==> config.mk <==
export PLATFORM = sky130hd
export DESIGN_NAME = e2r_skid
export DESIGN_NICKNAME = d
export VERILOG_FILES = /design/src/e2r_pkg.sv /design/src/e2r_skid.sv
export SDC_FILE = /design/constraint.sdc
export NUM_CORES = 1
export LEC_CHECK = 0
export ABC_AREA = 1
export CORE_ASPECT_RATIO = 1.2
export CORE_UTILIZATION = 50
export DETAILED_ROUTE_END_ITERATION = 8
export DONT_BUFFER_PORTS = 1
export PLACE_DENSITY_LB_ADDON = 0.08
export SLEW_MARGIN = 20
export SYNTH_ARGS = -nofsm -noshare
export SYNTH_HDL_FRONTEND = slang
export SYNTH_SLANG_ARGS = --single-unit
==> constraint.sdc <==
create_clock -name clk_i -period 12.9 [get_ports clk_i]
set_input_delay 1.29 -clock clk_i [delete_from_list [all_inputs] [get_ports clk_i]]
set_output_delay 1.29 -clock clk_i [all_outputs]
set_load 0.05 [all_outputs]
==> src/e2r_pkg.sv <==
// ----------------------------------------------------------------------------
// e2r_pkg
// Types, constants and rounding helper for the Euler angle rotation block.
// ----------------------------------------------------------------------------
`default_nettype none

package e2r_pkg;

  localparam int ANGLE_WIDTH  = 16;
  localparam int COEF_WIDTH   = 16;
  localparam int QBITS        = 30;
  localparam int CORDIC_STEPS = 30;
  localparam int ANGLE_SHIFT  = QBITS - (ANGLE_WIDTH - 4);
  localparam int TW           = 36;
  localparam int XW           = 34;
  localparam int SCW          = 32;
  localparam int PW           = 64;
  localparam int ENW          = 34;

  localparam logic signed [TW-1:0] Q_PI      = 36'sh0C90FDAA2;
  localparam logic signed [TW-1:0] Q_HALF_PI = 36'sh06487ED51;
  localparam logic signed [TW-1:0] Q_TWO_PI  = 36'sh1921FB544;
  localparam logic signed [XW-1:0] CORDIC_GAIN = 34'sh026DD3B6A;
  localparam logic signed [PW-1:0] ROUND_HALF  = 64'sd536870912;
  localparam logic signed [COEF_WIDTH-1:0] COEF_ONE = COEF_WIDTH'(2 ** (COEF_WIDTH - 2));

  localparam logic signed [TW-1:0] ATAN_Q30 [CORDIC_STEPS] = '{
    36'sh03243F6A8, 36'sh01DAC6705, 36'sh00FADBAFC, 36'sh007F56EA6, 36'sh003FEAB76,
    36'sh001FFD55B, 36'sh000FFFAAA, 36'sh0007FFF55, 36'sh0003FFFEA, 36'sh0001FFFFD,
    36'sh0000FFFFF, 36'sh00007FFFF, 36'sh00003FFFF, 36'sh00001FFFF, 36'sh00000FFFF,
    36'sh000007FFF, 36'sh000003FFF, 36'sh000001FFF, 36'sh000000FFF, 36'sh0000007FF,
    36'sh0000003FF, 36'sh0000001FF, 36'sh0000000FF, 36'sh00000007F, 36'sh00000003F,
    36'sh00000001F, 36'sh00000000F, 36'sh000000008, 36'sh000000004, 36'sh000000002
  };

  typedef struct packed {
    logic signed [ANGLE_WIDTH-1:0] azimuth_angle;
    logic signed [ANGLE_WIDTH-1:0] elevation_angle;
    logic signed [ANGLE_WIDTH-1:0] roll_angle;
  } angles_t;

  typedef struct packed {
    logic signed [COEF_WIDTH-1:0] r00;
    logic signed [COEF_WIDTH-1:0] r01;
    logic signed [COEF_WIDTH-1:0] r02;
    logic signed [COEF_WIDTH-1:0] r10;
    logic signed [COEF_WIDTH-1:0] r11;
    logic signed [COEF_WIDTH-1:0] r12;
    logic signed [COEF_WIDTH-1:0] r20;
    logic signed [COEF_WIDTH-1:0] r21;
    logic signed [COEF_WIDTH-1:0] r22;
  } matrix_t;

  typedef struct packed {
    logic signed [SCW-1:0] sin_v;
    logic signed [SCW-1:0] cos_v;
  } sincos_t;

  function automatic logic signed [SCW-1:0] round_q(input logic signed [PW-1:0] p);
    logic signed [PW-1:0] s;
    s = (p + ROUND_HALF) >>> QBITS;
    return s[SCW-1:0];
  endfunction

endpackage

`default_nettype wire

==> src/e2r_skid.sv <==
// ----------------------------------------------------------------------------
// e2r_skid
// Output register with one skid entry; drives the pipeline advance enable.
// ----------------------------------------------------------------------------
`default_nettype none

module e2r_skid (
  input  wire logic           clk_i,
  input  wire logic           rst_ni,
  input  wire logic           valid_i,
  input  e2r_pkg::matrix_t    data_i,
  output logic                en_o,
  output logic                valid_o,
  input  wire logic           stall_i,
  output e2r_pkg::matrix_t    data_o
);

  logic             out_v_q, skid_v_q;
  e2r_pkg::matrix_t out_q, skid_q;
  logic             take;

  assign take = out_v_q && !stall_i;

  always_ff @(posedge clk_i or negedge rst_ni) begin
    if (!rst_ni) begin
      out_v_q  <= 1'b0;
      skid_v_q <= 1'b0;
    end else if (skid_v_q) begin
      if (take) begin
        skid_v_q <= 1'b0;
      end
    end else if (valid_i) begin
      if (!out_v_q || take) begin
        out_v_q <= 1'b1;
      end else begin
        skid_v_q <= 1'b1;
      end
    end else if (take) begin
      out_v_q <= 1'b0;
    end
  end

  always_ff @(posedge clk_i) begin
    if (skid_v_q && take) begin
      out_q <= skid_q;
    end else if (!skid_v_q && valid_i && (!out_v_q || take)) begin
      out_q <= data_i;
    end
    if (!skid_v_q && valid_i && out_v_q && !take) begin
      skid_q <= data_i;
    end
  end

  assign en_o    = !skid_v_q;
  assign valid_o = out_v_q;
  assign data_o  = out_q;

endmodule

`default_nettype wire

==> impl_metrics.tcl, run 1 <==
set metrics [dict create \
    status "finished, final reports clean" \
    synth_top_area_share_pct 78.2 \
    clkSlewWorstSetupHoldPaths_ns 0.06 \
    chipWidth_microns 138 \
    syn_to_final_growth_pct 9.12 \
    clock_tree.htree_level_count 1 \
    finish.utilization_pct 55.6 \
    critical_path_class "reg -> reg" \
    dp_hpwl_mm 14.8 \
    grt_use_total_pct 21.1 \
    power.combinational.fraction_pct 11.8 \
    crit_arrival_ns 4.55 \
    pwr-share-clk_pct 24.5 \
    final_critical_path_setup_slack_ns 8.49 \
    cts_tree "done" \
    min-delay-path-class "in -> async" \
    worst_r2r_path_depth 5 \
    post_synth_inst_count 797 \
    initial_core_util_pct 50.9 \
    netSwitchingPower_mw 1.32 \
    drc 0 \
    detail_route.iter0.violations 486 \
    clock_tree.buffer_depth 3 \
    clk_tree_root_cell "clkbuf_16" \
    antenna-diode-count 0 \
    dp_slack_ns 8.44 \
    power_report.internal_total_mw 1.87 \
    detailroute.via_count 6292 \
    path_buf_inv 3 \
    setup.worst_path.end_class "register" \
    die_height_microns 165 \
    worst_setup_path_start_kind "register" \
    hold_viol 0 \
    power.switching_fraction_pct 41.4 \
    cts_hold_buf 0 \
    post_dp_cell_area_sq_mm 0.0112 \
    syn_avg_cell_area_sq_um 13.9 \
    largest_net_degree_at_the_start_of_global_routing 86 \
    timing.final.max_slew_violations 0 \
    path_cells "inv_1 > nand2_1 > a21boi_4 > buf_4 > buf_4" \
    fin_crit_sh_pct 34.2 \
    wl_per_cell_microns 23.3 \
    final_cell_count_no_fill 1068 \
    cts_num_sinks 290 \
    io-pin-count 294 \
    fillerInstances 1796 \
    gr-total-overflow 0 \
    drive_gt1_share_pct 6.80 \
    ys_seq_area_share_pct 78.7 \
    rsz0062_at_grt "false" \
    netlist.top_cell.by_area "edfxtp_1" \
    finalCriticalPeriod_ns 4.41 \
    grt_pass1_vias 6074 \
    setup_viol 0 \
    layout.cell_area.non_filler_sq_mm 0.0121 \
    netlist_area_sq_mm 0.0111 \
    ant_nets 0 \
    postCtsSetupRepairBufs 0 \
    firstDrtPassIters 5 \
    clock.fmax_mhz 227 \
    worstSkewPairLatency_ns 0.53 \
    post_synth_num_cell_types 13 \
    path_common_cell "buf_4" \
    worst_path_largest_cell_delay_ns 0.88 \
    clock_skew_ns 0.0129 \
    crit_slowest_cell "a21boi_4" \
    total_leakage_power_nw 4.43 \
    r2r-end "data_o[103]" \
    seq_pwr_share_pct 63.8 \
    path_delay_family "buffers and inverters" \
    cts-resized-gates 0 \
    vias_per_cell 5.89 \
    final_nets 921 \
    antenna_found_initial 0 \
    launching_point_of_the_worst_reg2reg_path "skid_v_q" \
    totalWireLength_mm 24.9 \
    required_ns 13.05 \
    std_cell_rows 59 \
    worst_case_register_to_register_setup_slack_ns 8.49 \
    worst_slew_pin_tran_ns 1.11 \
    yosysWarnings 0 \
    portBuffers 0 \
    design.core.area_sq_mm 0.0217 \
    power_density_mw_per_mm2 264 \
    syn_nets 945 \
    crit_fanout 85 \
    grt_pass1_wl_mm 36.1 \
    drv_cap 0 \
    max-vdd-ir-drop_uv 246 \
    number_of_storage_elements_in_the_synthesis_netlist 290 \
    fp.dieArea_sq_mm 0.0227 \
    gp_congestion 0.739 \
    placed_cells 1017 \
    tritoncts_buffer_count 28 \
    synth.top_cells.by_area "edfxtp_1 78%, nand2_1 9.9%, nand4_1 8.1%" \
    timing.slew.headroom_pct 26.1 \
    setup-tns-final_ns 0 \
]
cell families after synthesis:
logic type | count (synthesis) | share of synthesized area [%]
AOI/OAI and AO/OA | 2 | 0.113
buffers and inverters | 65 | 2.93
DFF | 290 | 78.7
and+or+nand+nor | 440 | 18.3
registers in the layout, summed over array words and instances, names as in the netlist:
register  cells
data_o      144
skid_q      144
skid_v_q      1
valid_o       1
synthesized netlist by cell type:
cell / count
a21boi_0: 1
buf_2: 46
buf_4: 6
clkbuf_1: 11
dfrtp_1: 2
edfxtp_1: 288
inv_1: 2
nand2_1: 293
nand3_1: 1
nand3_2: 1
nand4_1: 144
nor2_1: 1
o21ai_0: 1
worst max path at each step:
stage	from	cells past startpoint	slack (ns)	endpoint
after global placement	skid_v_q	5	8.52	data_o[65]
after global routing	skid_v_q	5	8.23	data_o[83]
after CTS	skid_v_q	5	8.42	data_o[108]
after detailed placement	skid_v_q	5	8.44	data_o[102]
after floorplan	stall_i	2	0.25	data_o[0]
final	skid_v_q	5	8.49	data_o[103]
through the flow:
step	hold WS, ns	power (mW)
3_3_place_gp	0.544	2.41
3_5_place_dp	0.548	2.43
6_report	0.457	3.19
2_1_floorplan	0.537	2.36
5_1_grt	0.436	3.31
4_1_cts	0.435	3.22
power by group through the flow:
stage                     clock network (mW)  logic [mW]  registers [mW]
after floorplan                            0       0.320            2.04
after global placement                     0       0.368            2.05
after detailed placement                   0       0.383            2.05
after CTS                              0.796       0.384            2.04
after global routing                   0.834       0.418            2.05
final                                  0.779       0.375            2.03
routing by layer:
metal  vias to the layer above  GRT usage, %  wire length, microns
met2                       309          33.1                 12000
met4                         0          6.23                   608
met5                         -             0                     0
li1                       2894             -                     -
met3                        42          9.15                  3110
met1                      3047          26.6                  9160
layout make-up:
type / instances / area [sq um] / share of cell area, %
Multi-Input combinational cell: 442 / 2060 / 17.1
Sequential cell: 290 / 8710 / 72.2
Clock buffer: 31 / 733 / 6.08
Inverter: 2 / 10.0 / 0.0830
Tap cell: 274 / 343 / 2.84
Clock inverter: 20 / 145 / 1.20
Timing Repair Buffer: 9 / 67.6 / 0.560
cells in the final DEF (no fill, tap or decap), types with 2 or more instances in the layout:
cell type | synthesis | final
clkbuf_16 | 0 | 29
clkinv_1 | 0 | 10
dfrtp_4 | 0 | 2
edfxtp_1 | 288 | 288
clkinv_2 | 0 | 5
nand4_1 | 144 | 144
clkinvlp_4 | 0 | 3
clkbuf_1 | 11 | 2
buf_4 | 6 | 9
bufinv_16 | 0 | 2
nand2_1 | 293 | 293
Power figures use the tool's default switching activity.
==> run 2: changes to the inputs <==
==> constraint.sdc (replaced) <==
create_clock -name clk_i -period 3.95 [get_ports clk_i]
set_input_delay 0.395 -clock clk_i [delete_from_list [all_inputs] [get_ports clk_i]]
set_output_delay 0.395 -clock clk_i [all_outputs]
set_load 0.05 [all_outputs]
==> impl_metrics.tcl, run 2 (synthesis gave the netlist of run 1 again) <==
set metrics [dict create \
    globalRouteMet2Util_pct 36.9 \
    antenna_found_initial 0 \
    hold_viol 0 \
    fin_crit_sh_pct 76.0 \
    required_ns 3.56 \
    antenna-diode-count 0 \
    initial_core_util_pct 50.9 \
    worst_slew_pin_tran_ns 0.967 \
    seq_pwr_share_pct 62.0 \
    grt_use_met3_pct 7.49 \
    clk_tree_root_cell "clkbuf_16" \
    power_density_mw_per_mm2 778 \
    detail_route.iter0.violations 619 \
    cts_hold_buf 145 \
    setup-tns-final_ns 0 \
    worst_path_largest_cell_delay_ns 0.82 \
    totalWireLength_mm 26.7 \
    final_nets 1068 \
    path_cells "buf_4 > buf_4" \
    crit_fanout 71 \
    finalCriticalPeriod_ns 3.00 \
    timing.final.max_slew_violations 0 \
    gp_congestion 0.756 \
    clock.fmax_mhz 333 \
    pwr-share-clk_pct 23.8 \
    max-vdd-ir-drop_uv 543 \
    power_report.internal_total_mw 6.17 \
    grt_pass1_vias 7116 \
    worst_setup_path_start_kind "register" \
    drive_gt1_share_pct 5.74 \
    timing.hold.ws_ns 0.0356 \
    cts_num_sinks 290 \
    clock_tree.htree_level_count 1 \
    total_leakage_power_nw 5.05 \
    final_critical_path_setup_slack_ns 0.948 \
    most_common_library_cell_in_the_layout_ignoring_fill_and_taps "nand2_1" \
    grt_pass1_wl_mm 39.9 \
    drv_cap 0 \
    rsz0062_at_grt "false" \
    wl_per_cell_microns 22.0 \
    worstSkewPairLatency_ns 0.53 \
    min-delay-path-class "in -> reg" \
    crit_slowest_cell "buf_4" \
    fp.dieArea_sq_mm 0.0227 \
    power.combinational.fraction_pct 14.2 \
    detailroute.via_count 7054 \
    clkSlewWorstSetupHoldPaths_ns 0.06 \
    fillerInstances 1679 \
    netSwitchingPower_mw 4.37 \
    timing.slew.headroom_pct 35.5 \
    cts-resized-gates 0 \
    gr-total-overflow 0 \
    dp_slack_ns 1.30 \
    placed_cells 1018 \
    cts_tree "done" \
    critical_path_class "reg -> out" \
    die_height_microns 165 \
    power.switching_fraction_pct 41.4 \
    largest_net_degree_at_the_start_of_global_routing 143 \
    chipWidth_microns 138 \
    portBuffers 0 \
    syn_to_final_growth_pct 22.5 \
    grt_use_total_pct 23.2 \
    status "finished, final reports clean" \
    setup_viol 0 \
    vias_per_cell 5.81 \
    crit_arrival_ns 2.61 \
    ant_nets 0 \
    drc 0 \
    io-pin-count 294 \
    std_cell_rows 59 \
    setup.worst_path.end_class "output pin" \
    design.core.area_sq_mm 0.0217 \
    grt_use_met1_pct 29.6 \
    final_cell_count_no_fill 1214 \
    tritoncts_buffer_count 29 \
    layout.cells.most_common_list "293 x nand2_1, 288 x edfxtp_1, 145 x dlygate4sd3_1" \
    firstDrtPassIters 5 \
    global_route_layer_with_the_greatest_usage "met2" \
    clock_skew_ns 0.00694 \
    dp_hpwl_mm 14.5 \
    clock_tree.buffer_depth 3 \
    path_common_cell "buf_4" \
    postCtsSetupRepairBufs 0 \
]
## run 2: cell type report
class                      instances  area [sq um]  area share (%)
multi-input combinational        442          2060            15.2
clock inverter                    18           109           0.804
inverter                           2          13.8           0.102
sequential                       290          8710            64.3
clock buffer                      33           741            5.47
timing repair buffer             155          1580            11.6
tap                              274           343            2.53
## run 2: worst paths after layout
kind | depth (start not counted) | from | endpoint | slack, ns
setup reg to reg | 4 | skid_v_q | data_o[55] | 1.30
min in group asynchronous | 1 | rst_ni | skid_v_q | 0.09
hold / removal | 2 | data_i[70] | data_o[70] | 0.04
max in group asynchronous | 1 | rst_ni | valid_o | 3.71
setup / recovery | 2 | valid_o | valid_o | 0.95
hold reg to reg | 2 | skid_q[51] | data_o[51] | 0.56
## run 2: per-layer routing
metal	up-vias	wire length, microns	part of all wire [%]
met4	0	850	3.2
met3	51	2960	11
met2	367	12700	48
li1	3191	-	-
met5	-	0	0
met1	3445	10200	38
## run 2: power by group through the flow
| stage | logic, mW | registers [mW] | clock network (mW) |
|---|---|---|---|
| floorplan | 1.06 | 6.42 | 0 |
| global placement | 1.32 | 6.58 | 0 |
| detailed placement | 1.39 | 6.59 | 0 |
| CTS | 1.50 | 6.54 | 2.55 |
| global route | 1.65 | 6.61 | 2.67 |
| finish | 1.50 | 6.53 | 2.51 |
## run 2: stage by stage
step                util, %  power [mW]  cell area (sq um)
floorplan                 -        7.49              11100
global placement       51.7        7.90              11200
detailed placement     51.8        7.97              11200
CTS                    62.4        10.6              13500
global route           62.4        10.9              13500
finish                 62.4        10.5              13500
## run 2: worst max-delay path: cells and delay by family, from the launching register on
kind / cells / cell delay (ns)
flip-flops: 1 / 0.54
buffers and inverters: 2 / 1.42
